==> src/rtl/core/gttpr_pkg.sv <==
`timescale 1ns / 1ps
// ----------------------------------------------------------------------------
// gttpr_pkg: shared types, constants and font ROM
// Holds the 5x7 glyph table, the pitch constants and the word passed from the
// glyph scanner to the rectangle emitter.
// ----------------------------------------------------------------------------
package gttpr_pkg;

  localparam int GLYPH_BITS = 35;
  localparam int GLYPH_COLS = 5;

  localparam logic [9:0] ORIGIN_X   = 10'd24;
  localparam logic [5:0] ORIGIN_Y   = 6'd24;
  localparam logic [5:0] LINE_PITCH = 6'd20;

  // Register indexes, taken from paddr[2]
  localparam logic REG_SURFACE_WIDTH  = 1'b0;
  localparam logic REG_SURFACE_HEIGHT = 1'b1;

  localparam logic [13:0] SURFACE_WIDTH_RST  = 14'd1024;
  localparam logic [13:0] SURFACE_HEIGHT_RST = 14'd768;

  typedef struct packed {
    logic       cand;    // visible lit bit found on this step
    logic       flush;   // final step of the glyph scan
    logic [9:0] left;
    logic [5:0] top;
    logic [9:0] right;
    logic [5:0] bottom;
  } scan_word_t;

  function automatic logic [4:0] r(input int v);
    r = v[4:0];
  endfunction

  // Row 0 lands in the top five bits; bit 4 of each row is the leftmost pixel
  function automatic logic [GLYPH_BITS-1:0] font_glyph(input logic [7:0] code);
    logic [GLYPH_BITS-1:0] g;
    g = '0;
    case (code)
      8'h41: g = {r(14), r(17), r(17), r(31), r(17), r(17), r(17)};
      8'h42: g = {r(30), r(17), r(17), r(30), r(17), r(17), r(30)};
      8'h43: g = {r(14), r(17), r(16), r(16), r(16), r(17), r(14)};
      8'h44: g = {r(30), r(17), r(17), r(17), r(17), r(17), r(30)};
      8'h45: g = {r(31), r(16), r(16), r(30), r(16), r(16), r(31)};
      8'h46: g = {r(31), r(16), r(16), r(30), r(16), r(16), r(16)};
      8'h47: g = {r(14), r(17), r(16), r(23), r(17), r(17), r(15)};
      8'h48: g = {r(17), r(17), r(17), r(31), r(17), r(17), r(17)};
      8'h49: g = {r(14), r(4),  r(4),  r(4),  r(4),  r(4),  r(14)};
      8'h4A: g = {r(7),  r(2),  r(2),  r(2),  r(18), r(18), r(12)};
      8'h4B: g = {r(17), r(18), r(20), r(24), r(20), r(18), r(17)};
      8'h4C: g = {r(16), r(16), r(16), r(16), r(16), r(16), r(31)};
      8'h4D: g = {r(17), r(27), r(21), r(21), r(17), r(17), r(17)};
      8'h4E: g = {r(17), r(25), r(21), r(19), r(17), r(17), r(17)};
      8'h4F: g = {r(14), r(17), r(17), r(17), r(17), r(17), r(14)};
      8'h50: g = {r(30), r(17), r(17), r(30), r(16), r(16), r(16)};
      8'h51: g = {r(14), r(17), r(17), r(17), r(21), r(18), r(13)};
      8'h52: g = {r(30), r(17), r(17), r(30), r(20), r(18), r(17)};
      8'h53: g = {r(15), r(16), r(16), r(14), r(1),  r(1),  r(30)};
      8'h54: g = {r(31), r(4),  r(4),  r(4),  r(4),  r(4),  r(4)};
      8'h55: g = {r(17), r(17), r(17), r(17), r(17), r(17), r(14)};
      8'h56: g = {r(17), r(17), r(17), r(17), r(17), r(10), r(4)};
      8'h57: g = {r(17), r(17), r(17), r(21), r(21), r(21), r(10)};
      8'h58: g = {r(17), r(17), r(10), r(4),  r(10), r(17), r(17)};
      8'h59: g = {r(17), r(17), r(10), r(4),  r(4),  r(4),  r(4)};
      8'h5A: g = {r(31), r(1),  r(2),  r(4),  r(8),  r(16), r(31)};
      8'h30: g = {r(14), r(17), r(19), r(21), r(25), r(17), r(14)};
      8'h31: g = {r(4),  r(12), r(4),  r(4),  r(4),  r(4),  r(14)};
      8'h32: g = {r(14), r(17), r(1),  r(2),  r(4),  r(8),  r(31)};
      8'h33: g = {r(30), r(1),  r(1),  r(14), r(1),  r(1),  r(30)};
      8'h34: g = {r(2),  r(6),  r(10), r(18), r(31), r(2),  r(2)};
      8'h35: g = {r(31), r(16), r(16), r(30), r(1),  r(1),  r(30)};
      8'h36: g = {r(14), r(16), r(16), r(30), r(17), r(17), r(14)};
      8'h37: g = {r(31), r(1),  r(2),  r(4),  r(8),  r(8),  r(8)};
      8'h38: g = {r(14), r(17), r(17), r(14), r(17), r(17), r(14)};
      8'h39: g = {r(14), r(17), r(17), r(15), r(1),  r(1),  r(14)};
      8'h2E: g = {r(0),  r(0),  r(0),  r(0),  r(0),  r(12), r(12)};
      8'h2B: g = {r(0),  r(4),  r(4),  r(31), r(4),  r(4),  r(0)};
      8'h2D: g = {r(0),  r(0),  r(0),  r(31), r(0),  r(0),  r(0)};
      8'h2F: g = {r(1),  r(2),  r(2),  r(4),  r(8),  r(8),  r(16)};
      default: g = '0;
    endcase
    return g;
  endfunction

endpackage

==> src/rtl/core/gttpr_scan.sv <==
`timescale 1ns / 1ps
// ----------------------------------------------------------------------------
// gttpr_scan: glyph bit scanner
// Shifts the 35 glyph bits out one per step, tracks the pixel position and
// clips it against the surface, then flags the end of the cell.
// ----------------------------------------------------------------------------
module gttpr_scan
  import gttpr_pkg::*;
#(
  parameter int MAX_COLUMNS = 64
) (
  input  logic             clk,
  input  logic             rst,
  input  logic             in_valid,
  input  logic [7:0]       char_code,
  input  logic             line_index,
  input  logic [5:0]       column_index,
  input  logic [13:0]      surface_width,
  input  logic [13:0]      surface_height,
  input  logic             go,
  output logic             busy,
  output scan_word_t       word
);

  logic [GLYPH_BITS-1:0] bits;
  logic [5:0]            cnt;
  logic [2:0]            xpos;
  logic [9:0]            left;
  logic [9:0]            base;
  logic [5:0]            top;

  logic                  accept;
  logic                  col_ok;
  logic [9:0]            base_next;
  logic                  step;
  logic                  last_step;
  logic [13:0]           right_sum;
  logic [13:0]           bottom_sum;
  logic                  visible;

  assign accept    = in_valid && !busy;
  assign col_ok    = {1'b0, column_index} < 7'(MAX_COLUMNS);
  // col * 12 as (col << 3) + (col << 2)
  assign base_next = ORIGIN_X + {1'b0, column_index, 3'b000} + {2'b00, column_index, 2'b00};
  assign step      = busy && go;
  assign last_step = cnt == 6'(GLYPH_BITS);

  assign right_sum  = {4'b0000, left} + 14'd2;
  assign bottom_sum = {8'h00, top} + 14'd2;
  assign visible    = ({4'b0000, left} < surface_width) && ({8'h00, top} < surface_height);

  always_comb begin
    word.cand   = step && !last_step && bits[GLYPH_BITS-1] && visible;
    word.flush  = step && last_step;
    word.left   = left;
    word.top    = top;
    word.right  = (right_sum > surface_width) ? surface_width[9:0] : right_sum[9:0];
    word.bottom = (bottom_sum > surface_height) ? surface_height[5:0] : bottom_sum[5:0];
  end

  always_ff @(posedge clk) begin
    if (rst) begin
      busy <= 1'b0;
      cnt  <= '0;
    end else if (accept) begin
      busy <= 1'b1;
      cnt  <= '0;
      bits <= col_ok ? font_glyph(char_code) : '0;
      xpos <= '0;
      base <= base_next;
      left <= base_next;
      top  <= line_index ? (ORIGIN_Y + LINE_PITCH) : ORIGIN_Y;
    end else if (step) begin
      if (last_step) begin
        busy <= 1'b0;
      end else begin
        cnt  <= cnt + 6'd1;
        bits <= {bits[GLYPH_BITS-2:0], 1'b0};
        // advance to next pixel, wrap to next row after the fifth column
        if (xpos == 3'(GLYPH_COLS - 1)) begin
          xpos <= '0;
          left <= base;
          top  <= top + 6'd2;
        end else begin
          xpos <= xpos + 3'd1;
          left <= left + 10'd2;
        end
      end
    end
  end

endmodule

==> src/rtl/core/gttpr_emit.sv <==
`timescale 1ns / 1ps
// ----------------------------------------------------------------------------
// gttpr_emit: rectangle emitter
// Holds one rectangle back until the next one or the end of the cell shows
// whether it is the last, then loads it into the output register.
// ----------------------------------------------------------------------------
module gttpr_emit
  import gttpr_pkg::*;
(
  input  logic       clk,
  input  logic       rst,
  input  scan_word_t word,
  input  logic       out_stall,
  output logic       go,
  output logic       pending,
  output logic       out_valid,
  output logic [9:0] rect_left,
  output logic [5:0] rect_top,
  output logic [9:0] rect_right,
  output logic [5:0] rect_bottom,
  output logic       last_rect
);

  logic [9:0] pend_left;
  logic [5:0] pend_top;
  logic [9:0] pend_right;
  logic [5:0] pend_bottom;
  logic       load;

  assign go   = !out_valid || !out_stall;
  assign load = (word.cand || word.flush) && pending;

  always_ff @(posedge clk) begin
    if (rst) begin
      out_valid <= 1'b0;
      pending   <= 1'b0;
    end else begin
      out_valid <= load || (out_valid && out_stall);
      if (word.cand) begin
        pending <= 1'b1;
      end else if (word.flush) begin
        pending <= 1'b0;
      end
    end
    if (word.cand) begin
      pend_left   <= word.left;
      pend_top    <= word.top;
      pend_right  <= word.right;
      pend_bottom <= word.bottom;
    end
    if (load) begin
      rect_left   <= pend_left;
      rect_top    <= pend_top;
      rect_right  <= pend_right;
      rect_bottom <= pend_bottom;
      last_rect   <= word.flush;
    end
  end

endmodule

==> src/rtl/core/glyph_text_to_pixel_rects.sv <==
`timescale 1ns / 1ps
// ----------------------------------------------------------------------------
// glyph_text_to_pixel_rects: 5x7 character generator for a text overlay
// Turns one character word into the 2x2 pixel rectangles of its glyph.
// ----------------------------------------------------------------------------
// Input words (char_code, line_index, column_index) arrive on in_valid /
// in_stall; rectangle words leave on out_valid / out_stall, one per lit and
// visible glyph pixel, scanned row by row from the left. last_rect marks the
// final rectangle of a character; blank codes, columns beyond MAX_COLUMNS and
// fully clipped glyphs give no words at all.
// A character passes through an accept, 35 scan steps (one glyph bit each)
// and a flush step that releases the held-back last rectangle; in_stall
// stays high for the whole scan. Each rectangle waits in a one-word hold
// stage and is loaded into the output register at the step that scans the
// next lit and visible pixel or at the flush step. When the receiver stalls,
// the scan pauses on that step and the output word holds. surface_width and
// surface_height are written over the APB port at byte addresses 0 and 4;
// the user is to write them only while idle, which the block does not enforce.
// Reset sets them to 1024 and 768 and clears all handshake state.
// ----------------------------------------------------------------------------
module glyph_text_to_pixel_rects
  import gttpr_pkg::*;
#(
  parameter int MAX_COLUMNS = 64
) (
  input  logic        clk,
  input  logic        rst,
  input  logic        psel,
  input  logic        penable,
  input  logic        pwrite,
  input  logic [2:0]  paddr,
  input  logic [31:0] pwdata,
  output logic [31:0] prdata,
  output logic        pready,
  input  logic        in_valid,
  output logic        in_stall,
  input  logic [7:0]  char_code,
  input  logic        line_index,
  input  logic [5:0]  column_index,
  output logic        out_valid,
  input  logic        out_stall,
  output logic [9:0]  rect_left,
  output logic [5:0]  rect_top,
  output logic [9:0]  rect_right,
  output logic [5:0]  rect_bottom,
  output logic        last_rect
);

  logic [13:0] surface_width;
  logic [13:0] surface_height;
  logic        busy;
  logic        go;
  logic        pending;
  scan_word_t  word;

  assign pready   = 1'b1;
  assign in_stall = busy;

  always_ff @(posedge clk) begin
    if (rst) begin
      surface_width  <= SURFACE_WIDTH_RST;
      surface_height <= SURFACE_HEIGHT_RST;
    end else if (psel && penable && pwrite && pready) begin
      case (paddr[2])
        REG_SURFACE_WIDTH:  surface_width  <= pwdata[13:0];
        REG_SURFACE_HEIGHT: surface_height <= pwdata[13:0];
        default: ;
      endcase
    end
  end

  always_comb begin
    case (paddr[2])
      REG_SURFACE_WIDTH:  prdata = {18'h00000, surface_width};
      REG_SURFACE_HEIGHT: prdata = {18'h00000, surface_height};
      default:            prdata = '0;
    endcase
  end

  gttpr_scan #(
    .MAX_COLUMNS(MAX_COLUMNS)
  ) u_scan (
    .clk           (clk),
    .rst           (rst),
    .in_valid      (in_valid),
    .char_code     (char_code),
    .line_index    (line_index),
    .column_index  (column_index),
    .surface_width (surface_width),
    .surface_height(surface_height),
    .go            (go),
    .busy          (busy),
    .word          (word)
  );

  gttpr_emit u_emit (
    .clk        (clk),
    .rst        (rst),
    .word       (word),
    .out_stall  (out_stall),
    .go         (go),
    .pending    (pending),
    .out_valid  (out_valid),
    .rect_left  (rect_left),
    .rect_top   (rect_top),
    .rect_right (rect_right),
    .rect_bottom(rect_bottom),
    .last_rect  (last_rect)
  );

  a_busy_after_accept: assert property (@(posedge clk) disable iff (rst)
    in_valid && !in_stall |=> in_stall)
    else $error("scanner not busy after accepting a word");

  a_rect_nonempty: assert property (@(posedge clk) disable iff (rst)
    out_valid |-> (rect_left < rect_right) && (rect_top < rect_bottom))
    else $error("empty rectangle emitted");

  a_no_hold_when_idle: assert property (@(posedge clk) disable iff (rst)
    !in_stall |-> !pending)
    else $error("rectangle still held back after the scan ended");

endmodule

==> config.mk <==
export PLATFORM = sky130hd
export DESIGN_NAME = glyph_text_to_pixel_rects
export DESIGN_NICKNAME = d
export VERILOG_FILES = /design/src/rtl/core/gttpr_pkg.sv /design/src/rtl/core/gttpr_scan.sv /design/src/rtl/core/gttpr_emit.sv /design/src/rtl/core/glyph_text_to_pixel_rects.sv
export SDC_FILE = /design/constraint.sdc
export NUM_CORES = 1
export LEC_CHECK = 0
export ABC_AREA = 1
export BUFFER_PORTS_ARGS = -buffer_cell sky130_fd_sc_hd__buf_2
export CAP_MARGIN = 5
export CORE_MARGIN = 8
export CORE_UTILIZATION = 60
export DETAILED_ROUTE_END_ITERATION = 8
export PLACE_DENSITY_LB_ADDON = 0.05
export SETUP_SLACK_MARGIN = 0.2
export SYNTH_ARGS = -nofsm -noshare
export SYNTH_HDL_FRONTEND = slang
export SYNTH_MEMORY_MAX_BITS = 65536
export SYNTH_SLANG_ARGS = --single-unit
==> constraint.sdc <==
create_clock -name clk -period 6.8 [get_ports clk]
set_clock_uncertainty 0.1 [all_clocks]
set_input_delay 1.36 -clock clk [delete_from_list [all_inputs] [get_ports clk]]
set_output_delay 1.36 -clock clk [all_outputs]
set_load 0.03 [all_outputs]
Word-level counts from Yosys, hierarchy flattened. Memories as Yosys holds them, arrays and structs flattened. Index checks and enable logic that the tools add are counted.

Order comparisons: 4. Multiplexer cells: 24. Reductions and logical operators: 30. Equal/unequal tests: 3. Bitwise operators: 3. Add/sub/neg operators: 8.

Operator list (count): 35-bit two-way mux (4); 32-bit one-hot mux with 2 select lines (1); 10-bit two-way mux (5); 6-bit two-way mux (6); 14-bit > comparator (2); 10-bit by 14-bit less-than comparator with 1-bit output (1); 6-bit by 14-bit less-than comparator with 1-bit output (1); 10-bit by 2-bit adder with 11-bit output (second input constant) (1); 1-bit logical AND (11); 10-bit by 2-bit adder with 10-bit output (second input constant) (1); 10-bit by 8-bit adder with 10-bit output (1); 5-bit by 9-bit adder with 10-bit output (first input constant) (1); 2-bit AND reduction (5); 3-bit two-way mux (3); 2-bit nonzero test (4); 6-bit by 2-bit adder with 7-bit output (second input constant) (1); 6-bit by 1-bit adder with 6-bit output (second input constant) (1); 6-bit by 2-bit adder with 6-bit output (second input constant) (1); 6-bit equality test (second input constant) (1); 1-bit two-way mux (5); 1-bit logical NOT (4); 4-bit AND reduction (1); 3-bit by 1-bit adder with 3-bit output (second input constant) (1); 3-bit equality test (second input constant) (1); other kinds (5) (9).

Bits in registers: 166. Output and inout port bits: 68. Memory bits (read-only): 4480. Memories kept: 1.

Memories: (no name shown) (depth 128, bits a word 35, read ports 1, clocked after memory_dff 0, write ports 0, line gttpr_pkg.sv:40) `case (code)`.

Longest topological paths before layout. Gate-level depths: netlist of run 1.

Depth in word-level cells: 9. Mapped depth: 15. Mapped depth without buffers: 15.

Modules after synthesis. From an unflattened synthesis of run 1, not the netlist that was laid out.

Cells, all modules: 1215. Area total of the unflattened synthesis: 9706.8 um2.

Modules (own cells, without submodules): gttpr_scan (sequential area each 1941.9 um2, area each 6200.9 um2, cells each 907, times used 1); gttpr_emit (sequential area each 1991.9 um2, area each 2029.4 um2, cells each 74, times used 1); glyph_text_to_pixel_rects (sequential area each 560.5 um2, area each 1476.4 um2, cells each 234, times used 1).

Worst setup path after synthesis of run 1. OpenSTA, ideal clock, no wires.

Path type: input -> register. Start point: in in_valid. End point: reg u_scan.top[1] (enable). Path buffers: 0. Path slack: 1.897 ns. Arrival time: 4.484 ns. Cell stages on the path: 5. Required time: 6.381 ns. Setup time: 0.319 ns. Path through: inv_1 nor2_4 inv_2 a21oi_1 and2_1.

Cells in the longest elaborated chain, start to end: 3. Elaborated cells on any way between the ends: 5.

Ends and longest elaborated chain: from (decl) (line glyph_text_to_pixel_rects.sv:35) `input logic in_valid,`; 1-bit logical AND * (line gttpr_scan.sv:41) `assign accept = in_valid && !busy;`; 2-bit by 1-bit != test with 1-bit output (no source line) / 2-bit nonzero test (equally long branches); 4-bit AND reduction (no source line) *; to (signal assigned) (line gttpr_scan.sv:72) `top <= line_index ? (ORIGIN_Y + LINE_PITCH) : ORIGIN_Y;`; to (signal assigned) (line gttpr_scan.sv:83) `top <= top + 6'd2;`; to (decl) (line gttpr_scan.sv:30) `logic [5:0] top;`.

Every way passes the cells marked *; elsewhere a longest branch is shown, timed or not. A chain may end at the register's enable or synchronous reset.

Worst setup path in the final report of run 1.
Start point: in paddr[2]. End point: out prdata[10].

Cells in the longest elaborated chain, start to end: 2.

Ends and longest elaborated chain: from (decl) (line glyph_text_to_pixel_rects.sv:31) `input logic [2:0] paddr,`; 1-bit NOT (no source line); 32-bit one-hot mux with 2 select lines * (line glyph_text_to_pixel_rects.sv:73) `case (paddr[2])`; to (decl) (line glyph_text_to_pixel_rects.sv:33) `output logic [31:0] prdata,`.

Every way passes the cells marked *; elsewhere a longest branch is shown, timed or not. The select of a mux whose other input is x is not followed.

==> metrics.cfg, run 1 <==
[outcome]
status = complete, no violations

[clocking]
cts_buffers = 17
clock_sinks = 158
cts_setup_buffers = 0
cts_htree_levels = 4
post_cts_resized = 0
cts-root-buf = clkbuf_16
clockBufferDepth = 2
cts_tree = built
cts_hold_buffers = 0
clkTransAtPathRegs_ns = 0.06
clk_latency_ns = 0.43

[worst_setup_path]
worstPathRequired_ns = 5.34
path_cells = buf_2 -> o21ai_0 -> buf_2
start_kind = primary input
critPathMostFrequentCell = buf_2
end_kind = primary output
path_class = primary input to primary output
slowest_delay_ns = 0.37
worstPathArrival_ns = 2.25
cp_slowest_cell = o21ai_0
path_max_fanout = 28

[yosys]
synthCells = 1063
synth_edf_count = 121
ys_warn_count = 0
synth_area_um2 = 9230
async_reset_ff_frac = 0
synth_ff_type = edfxtp_1
ys_seq_elements = 158
synth_seq_area_share = 0.474
postSynthAreaPerCell_um2 = 8.68
synthDistinctLibCells = 53

[global_routing]
grt.total_usage = 0.251
antenna_found_initial = 0
busiest_layer = met2
grtUsageMet3 = 0.0520
gr-total-overflow = 0
grt_pass1_vias = 7378
grt_use_met2 = 0.408
grtUsageMet1 = 0.305
grt_max_degree = 54
grt_pass1_wl_mm = 38.5

[placed_design]
place_congestion = 1.02
placed_cells = 1297
hpwl_mm = 18.1
io_buffers = 83
place_worst_setup_slack_ns = 2.85

[die]
dieArea_um2 = 19600
ios = 125
rows = 45
die_h_um = 140
initial_core_util = 0.610
core_area_um2 = 15100
die_w_um = 140

[job]
cap_violations = 0

[sta]
timing.final.ws_setup_ns = 3.09
setup_viol = 0
worstMarginPinSlew_ns = 1.15
drv_slew = 0
fin_crit_sh = 0.546
min_period_ns = 3.71
grt_setup_unrepaired = false
timing.slew.headroom = 0.233
fin_setup_tns_ns = 0
hold_viol_final = 0
timing.fmax_ghz = 0.269

[power]
p_leak_nw = 4.40
ir_worst_vdd_mv = 0.178
p_per_area_nw_per_um2 = 236

[finish]
fin_cells = 1329
multi_input_area_um2 = 4100
areaGrowthSynthToFinish_pct = 10.1
seq_area_um2 = 4370
mostFrequentLayoutCell = nand2_1
layout.nets = 1239
diodes = 0
fill_cells = 1212
drive_above_1_share = 0.162
final_cell_mix = nand2_1 (221), edfxtp_1 (121), inv_1 (103), buf_2 (83), a21oi_1 (78)

[hold_path]
hp-class = flip-flop to flip-flop

[routing]
drt_iter0_drc = 668
antenna_left = 0
wl_per_cell_um = 18.4
vias_per_cell = 5.75
remaining_drc_errors = 0
first_pass_iters = 6
vias = 7644
totalWireLength_mm = 24.5

per-stage QoR:
| stage | utilization | power, mW | instance area, um2 | hold WS [ns] |
|---|---|---|---|---|
| after detailed placement | 0.634 | 1.51 | 9600 | 0.305 |
| after global routing | 0.671 | 2.49 | 10200 | 0.321 |
| final | 0.671 | 2.40 | 10200 | 0.316 |
| after CTS | 0.671 | 2.41 | 10200 | 0.319 |
| after global placement | 0.634 | 1.50 | 9600 | 0.300 |
| after floorplan | - | 1.42 | 9300 | 0.300 |
final timing paths:
| check | startpoint | end | slack, ns | cells past startpoint |
|---|---|---|---|---|
| hold reg to reg | u_emit.pend_left[1]$_DFFE_PP_ | u_emit.rect_left[1]$_DFFE_PP_ | 0.32 | 0 |
| hold / removal | u_emit.pend_left[1]$_DFFE_PP_ | u_emit.rect_left[1]$_DFFE_PP_ | 0.32 | 0 |
| setup reg to reg | u_scan.left[1]$_SDFFCE_PN0P_ | u_emit.pend_right[3]$_DFFE_PP_ | 3.53 | 15 |
| setup / recovery | paddr[2] | prdata[10] | 3.09 | 3 |
routing by layer:
| layer | vias to the layer above | part of all wire |
|---|---|---|
| li1 | 3692 | - |
| met3 | 90 | 0.067 |
| met1 | 3511 | 0.41 |
| met5 | - | 0 |
| met4 | 0 | 0.053 |
| met2 | 351 | 0.47 |
Yosys cell counts, types with 8 or more instances:
library cell | count | area, um2
clkbuf_1 | 11 | 41.3
o21ai_1 | 54 | 270
inv_1 | 103 | 387
o211ai_1 | 8 | 60.1
ha_1 | 53 | 663
o21ai_2 | 9 | 78.8
a21oi_1 | 79 | 395
buf_2 | 11 | 55.1
dfxtp_1 | 37 | 741
xor2_1 | 12 | 105
nor2_1 | 73 | 274
nand2_1 | 221 | 830
nand4_1 | 8 | 50.1
buf_4 | 24 | 180
nand3_1 | 63 | 315
nor2_2 | 9 | 56.3
o21ai_0 | 66 | 330
a31oi_1 | 9 | 56.3
edfxtp_1 | 121 | 3630
nand2_2 | 12 | 75.1
inv_2 | 12 | 45.0
cell families (layout without fill, tap and decap cells):
| kind of cell | after synthesis | count (layout) | share of synthesized area |
|---|---|---|---|
| buffers and inverters | 178 | 237 | 0.0911 |
| other | 2 | 21 | 0.000814 |
| DFF | 158 | 158 | 0.474 |
| and+or+nand+nor | 415 | 415 | 0.202 |
| AOI/OAI and AO/OA | 240 | 240 | 0.143 |
| xor gates and xnor gates | 16 | 16 | 0.0152 |
| adders and majority gates | 54 | 54 | 0.0740 |
where the power goes:
part	total [mW]	internal (mW)	switching, mW
combinational	0.379	0.111	0.268
sequential	1.12	1.10	0.0238
clock	0.903	0.509	0.393
total	2.40	1.72	0.685
critical path: cells and delay by family:
kind	cells	cell delay (ns)
compound gates	1	0.37
buf+inv	2	0.51
area by class of cell:
class | instances | area share
clock buffer | 18 | 0.0422
tap | 188 | 0.0231
timing repair buffer | 86 | 0.0431
multi-input combinational | 746 | 0.403
sequential | 158 | 0.430
inverter | 119 | 0.0447
clock inverter | 14 | 0.0133
registers in the layout (all words and copies together), names as in the netlist:
name                flops
u_emit.out_valid        1
surface_width          14
u_emit.last_rect        1
u_scan.xpos             3
u_emit.pend_right      10
surface_height         14
u_emit.pending          1
u_emit.rect_bottom      6
u_emit.rect_right      10
u_scan.left             9
u_emit.rect_left        9
u_emit.rect_top         5
u_scan.cnt              6
u_scan.top              5
u_emit.pend_bottom      6
u_emit.pend_left        9
u_scan.bits            35
u_scan.busy             1
u_emit.pend_top         5
u_scan.base             8
Power figures use the tool's default switching activity.
==> run 2, diff against run 1 <==
CORE_UTILIZATION = 59   (was 60)
clock period = 3.5 ns   (was 6.8 ns; I/O delays follow)
==> metrics.cfg, run 2 (synthesis gave the netlist of run 1 again) <==
[global_routing]
grt.total_usage = 0.245  ; was 0.251
grt_pass1_wl_mm = 38.4  ; was 38.5 mm
grt_pass1_vias = 7318  ; was 7378
grt_max_degree = 48  ; was 54
gr-total-overflow = 0  ; unchanged
antenna_found_initial = 0  ; unchanged

[worst_setup_path]
path_max_fanout = 10  ; was 28
start_kind = flip-flop  ; was primary input
end_kind = flip-flop  ; was primary output
worstPathRequired_ns = 3.57  ; was 5.34 ns
path_class = flip-flop to flip-flop  ; was primary input to primary output
worstPathArrival_ns = 3.10  ; was 2.25 ns

[clocking]
cts_tree = built  ; unchanged
cts_htree_levels = 4  ; unchanged
clkTransAtPathRegs_ns = 0.06  ; about the same
clock_sinks = 158  ; unchanged
cts_buffers = 17  ; unchanged
clk_latency_ns = 0.42  ; was 0.43 ns
clockBufferDepth = 2  ; unchanged
cts-root-buf = clkbuf_16  ; unchanged
cts_hold_buffers = 0  ; unchanged

[finish]
areaGrowthSynthToFinish_pct = 12.0  ; was 10.1%
layout.nets = 1249  ; was 1239
drive_above_1_share = 0.170  ; was 0.162
final_cell_mix = nand2_1 (221), edfxtp_1 (121), inv_1 (103), buf_2 (83), a21oi_1 (78)  ; unchanged
fin_cells = 1362  ; was 1329
reg_top3 = u_scan.bits: 35 flops, surface_height: 14 flops, surface_width: 14 flops  ; unchanged
mostFrequentLayoutCell = nand2_1  ; unchanged
regMostFlops = u_scan.bits  ; unchanged
finalInstanceArea_um2 = 10300  ; was 10200 um2
largest_reg_flops = 35  ; unchanged
diodes = 0  ; unchanged

[placed_design]
hpwl_mm = 17.8  ; was 18.1 mm
placed_cells = 1326  ; was 1297
placed_cell_area_um2 = 9690  ; was 9600 um2
place_worst_setup_slack_ns = 0.287  ; was 2.85 ns
io_buffers = 83  ; unchanged
place_congestion = 1.06  ; was 1.02

[sta]
min_period_ns = 3.03
timing.slew.headroom = 0.558  ; was 0.233
timing.final.ws_setup_ns = 0.470  ; was 3.09 ns
hold_viol_final = 0  ; unchanged
timing.fmax_ghz = 0.330
grt_setup_unrepaired = false  ; unchanged
fin_crit_sh = 0.866
drv_slew = 0  ; unchanged
worstMarginPinSlew_ns = 0.662  ; was 1.15 ns
finalHoldWorstSlack_ns = 0.317  ; was 0.316 ns
fin_setup_tns_ns = 0  ; unchanged
setup_viol = 0  ; unchanged

[die]
core_area_um2 = 15300  ; was 15100 um2
dieArea_um2 = 19900  ; was 19600 um2
die_w_um = 141  ; was 140 um
die_h_um = 141  ; was 140 um
rows = 45  ; unchanged
ios = 125  ; unchanged
initial_core_util = 0.605  ; was 0.610

[routing]
remaining_drc_errors = 0  ; unchanged
antenna_left = 0  ; unchanged
vias = 7652  ; was 7644
vias_per_cell = 5.62  ; was 5.75
first_pass_iters = 7  ; was 6
drt_iter0_drc = 802  ; was 668
totalWireLength_mm = 24.1  ; was 24.5 mm
wl_per_cell_um = 17.7  ; was 18.4 um

[hold_path]
hp-class = flip-flop to flip-flop  ; unchanged

[power]
ir_worst_vdd_mv = 0.328  ; was 0.178 mV
p_per_area_nw_per_um2 = 467  ; was 236 nW/um2
p_leak_nw = 4.48  ; was 4.40 nW

[job]
cap_violations = 0  ; unchanged

[outcome]
status = complete, no violations  ; unchanged

run 2: changes by cell type in the layout (fill, tap and decap cells not counted), sizes merged:
cell	previous run	this run
buf	86	96
bufinv	1	3
clkinv	9	3
clkinvlp	2	4
inv	121	123
run 2: routing by layer:
metal,wire length (um),vias to the layer above,part of all wire,GRT usage
li1,-,3711,-,-
met1,10200,3505,0.42,0.312
met2,11100,355,0.46,0.391
met3,1830,81,0.076,0.0513
met4,955,0,0.040,0.118
met5,0,-,0,0
run 2: worst max-delay path: stages, from the launching register on:
cell and delay, ns:
edfxtp_1 0.42, ha_1 0.21, inv_1 0.05, nor2_1 0.20, nand4_1 0.12, nor2_1 0.13
xor2_1 0.22, inv_1 0.10, ha_1 0.31, nand2_1 0.10, nor4_4 0.26, nand2_1 0.14
nand3_4 0.15, nand2_4 0.12, nand2_1 0.10, nand2_1 0.06
run 2: per-stage QoR:
step                utilization  total power, mW
finish                    0.678             4.83
global placement          0.635             2.93
global route              0.678             5.02
floorplan                     -             2.75
detailed placement        0.635             2.94
CTS                       0.675             4.84
run 2: path summary, 6_finish.rpt:
kind                                               startpoint                             end  slack [ns]  cells past startpoint
worst max-delay path                 u_scan.left[2]$_DFFE_PP_  u_emit.pend_right[4]$_DFFE_PP_        0.47                     15
worst min-delay path            u_emit.pend_left[5]$_DFFE_PP_   u_emit.rect_left[5]$_DFFE_PP_        0.32                      0
worst max register to register       u_scan.left[2]$_DFFE_PP_  u_emit.pend_right[4]$_DFFE_PP_        0.47                     15
worst min register to register  u_emit.pend_left[5]$_DFFE_PP_   u_emit.rect_left[5]$_DFFE_PP_        0.32                      0
run 2: what timing repair did:
action                                  in CTS  in global routing
endpoints found under the setup margin       0                 10
endpoints found under the hold margin        0                  0
resized for setup                            0                  2
buffers inserted                             0                  4
run 2: layout make-up:
cell class | instances | area, um2
Tap cell | 211 | 264
Multi-Input combinational cell | 746 | 4120
Fill cell | 1263 | 4920
Clock inverter | 14 | 180
Inverter | 119 | 454
Sequential cell | 158 | 4370
Clock buffer | 18 | 429
Timing Repair Buffer | 96 | 526
run 2: power by group:
group          switching [mW]  internal (mW)
Combinational           0.525          0.227
Sequential             0.0449           2.13
Clock                   0.765           1.14
Total                    1.34           3.49
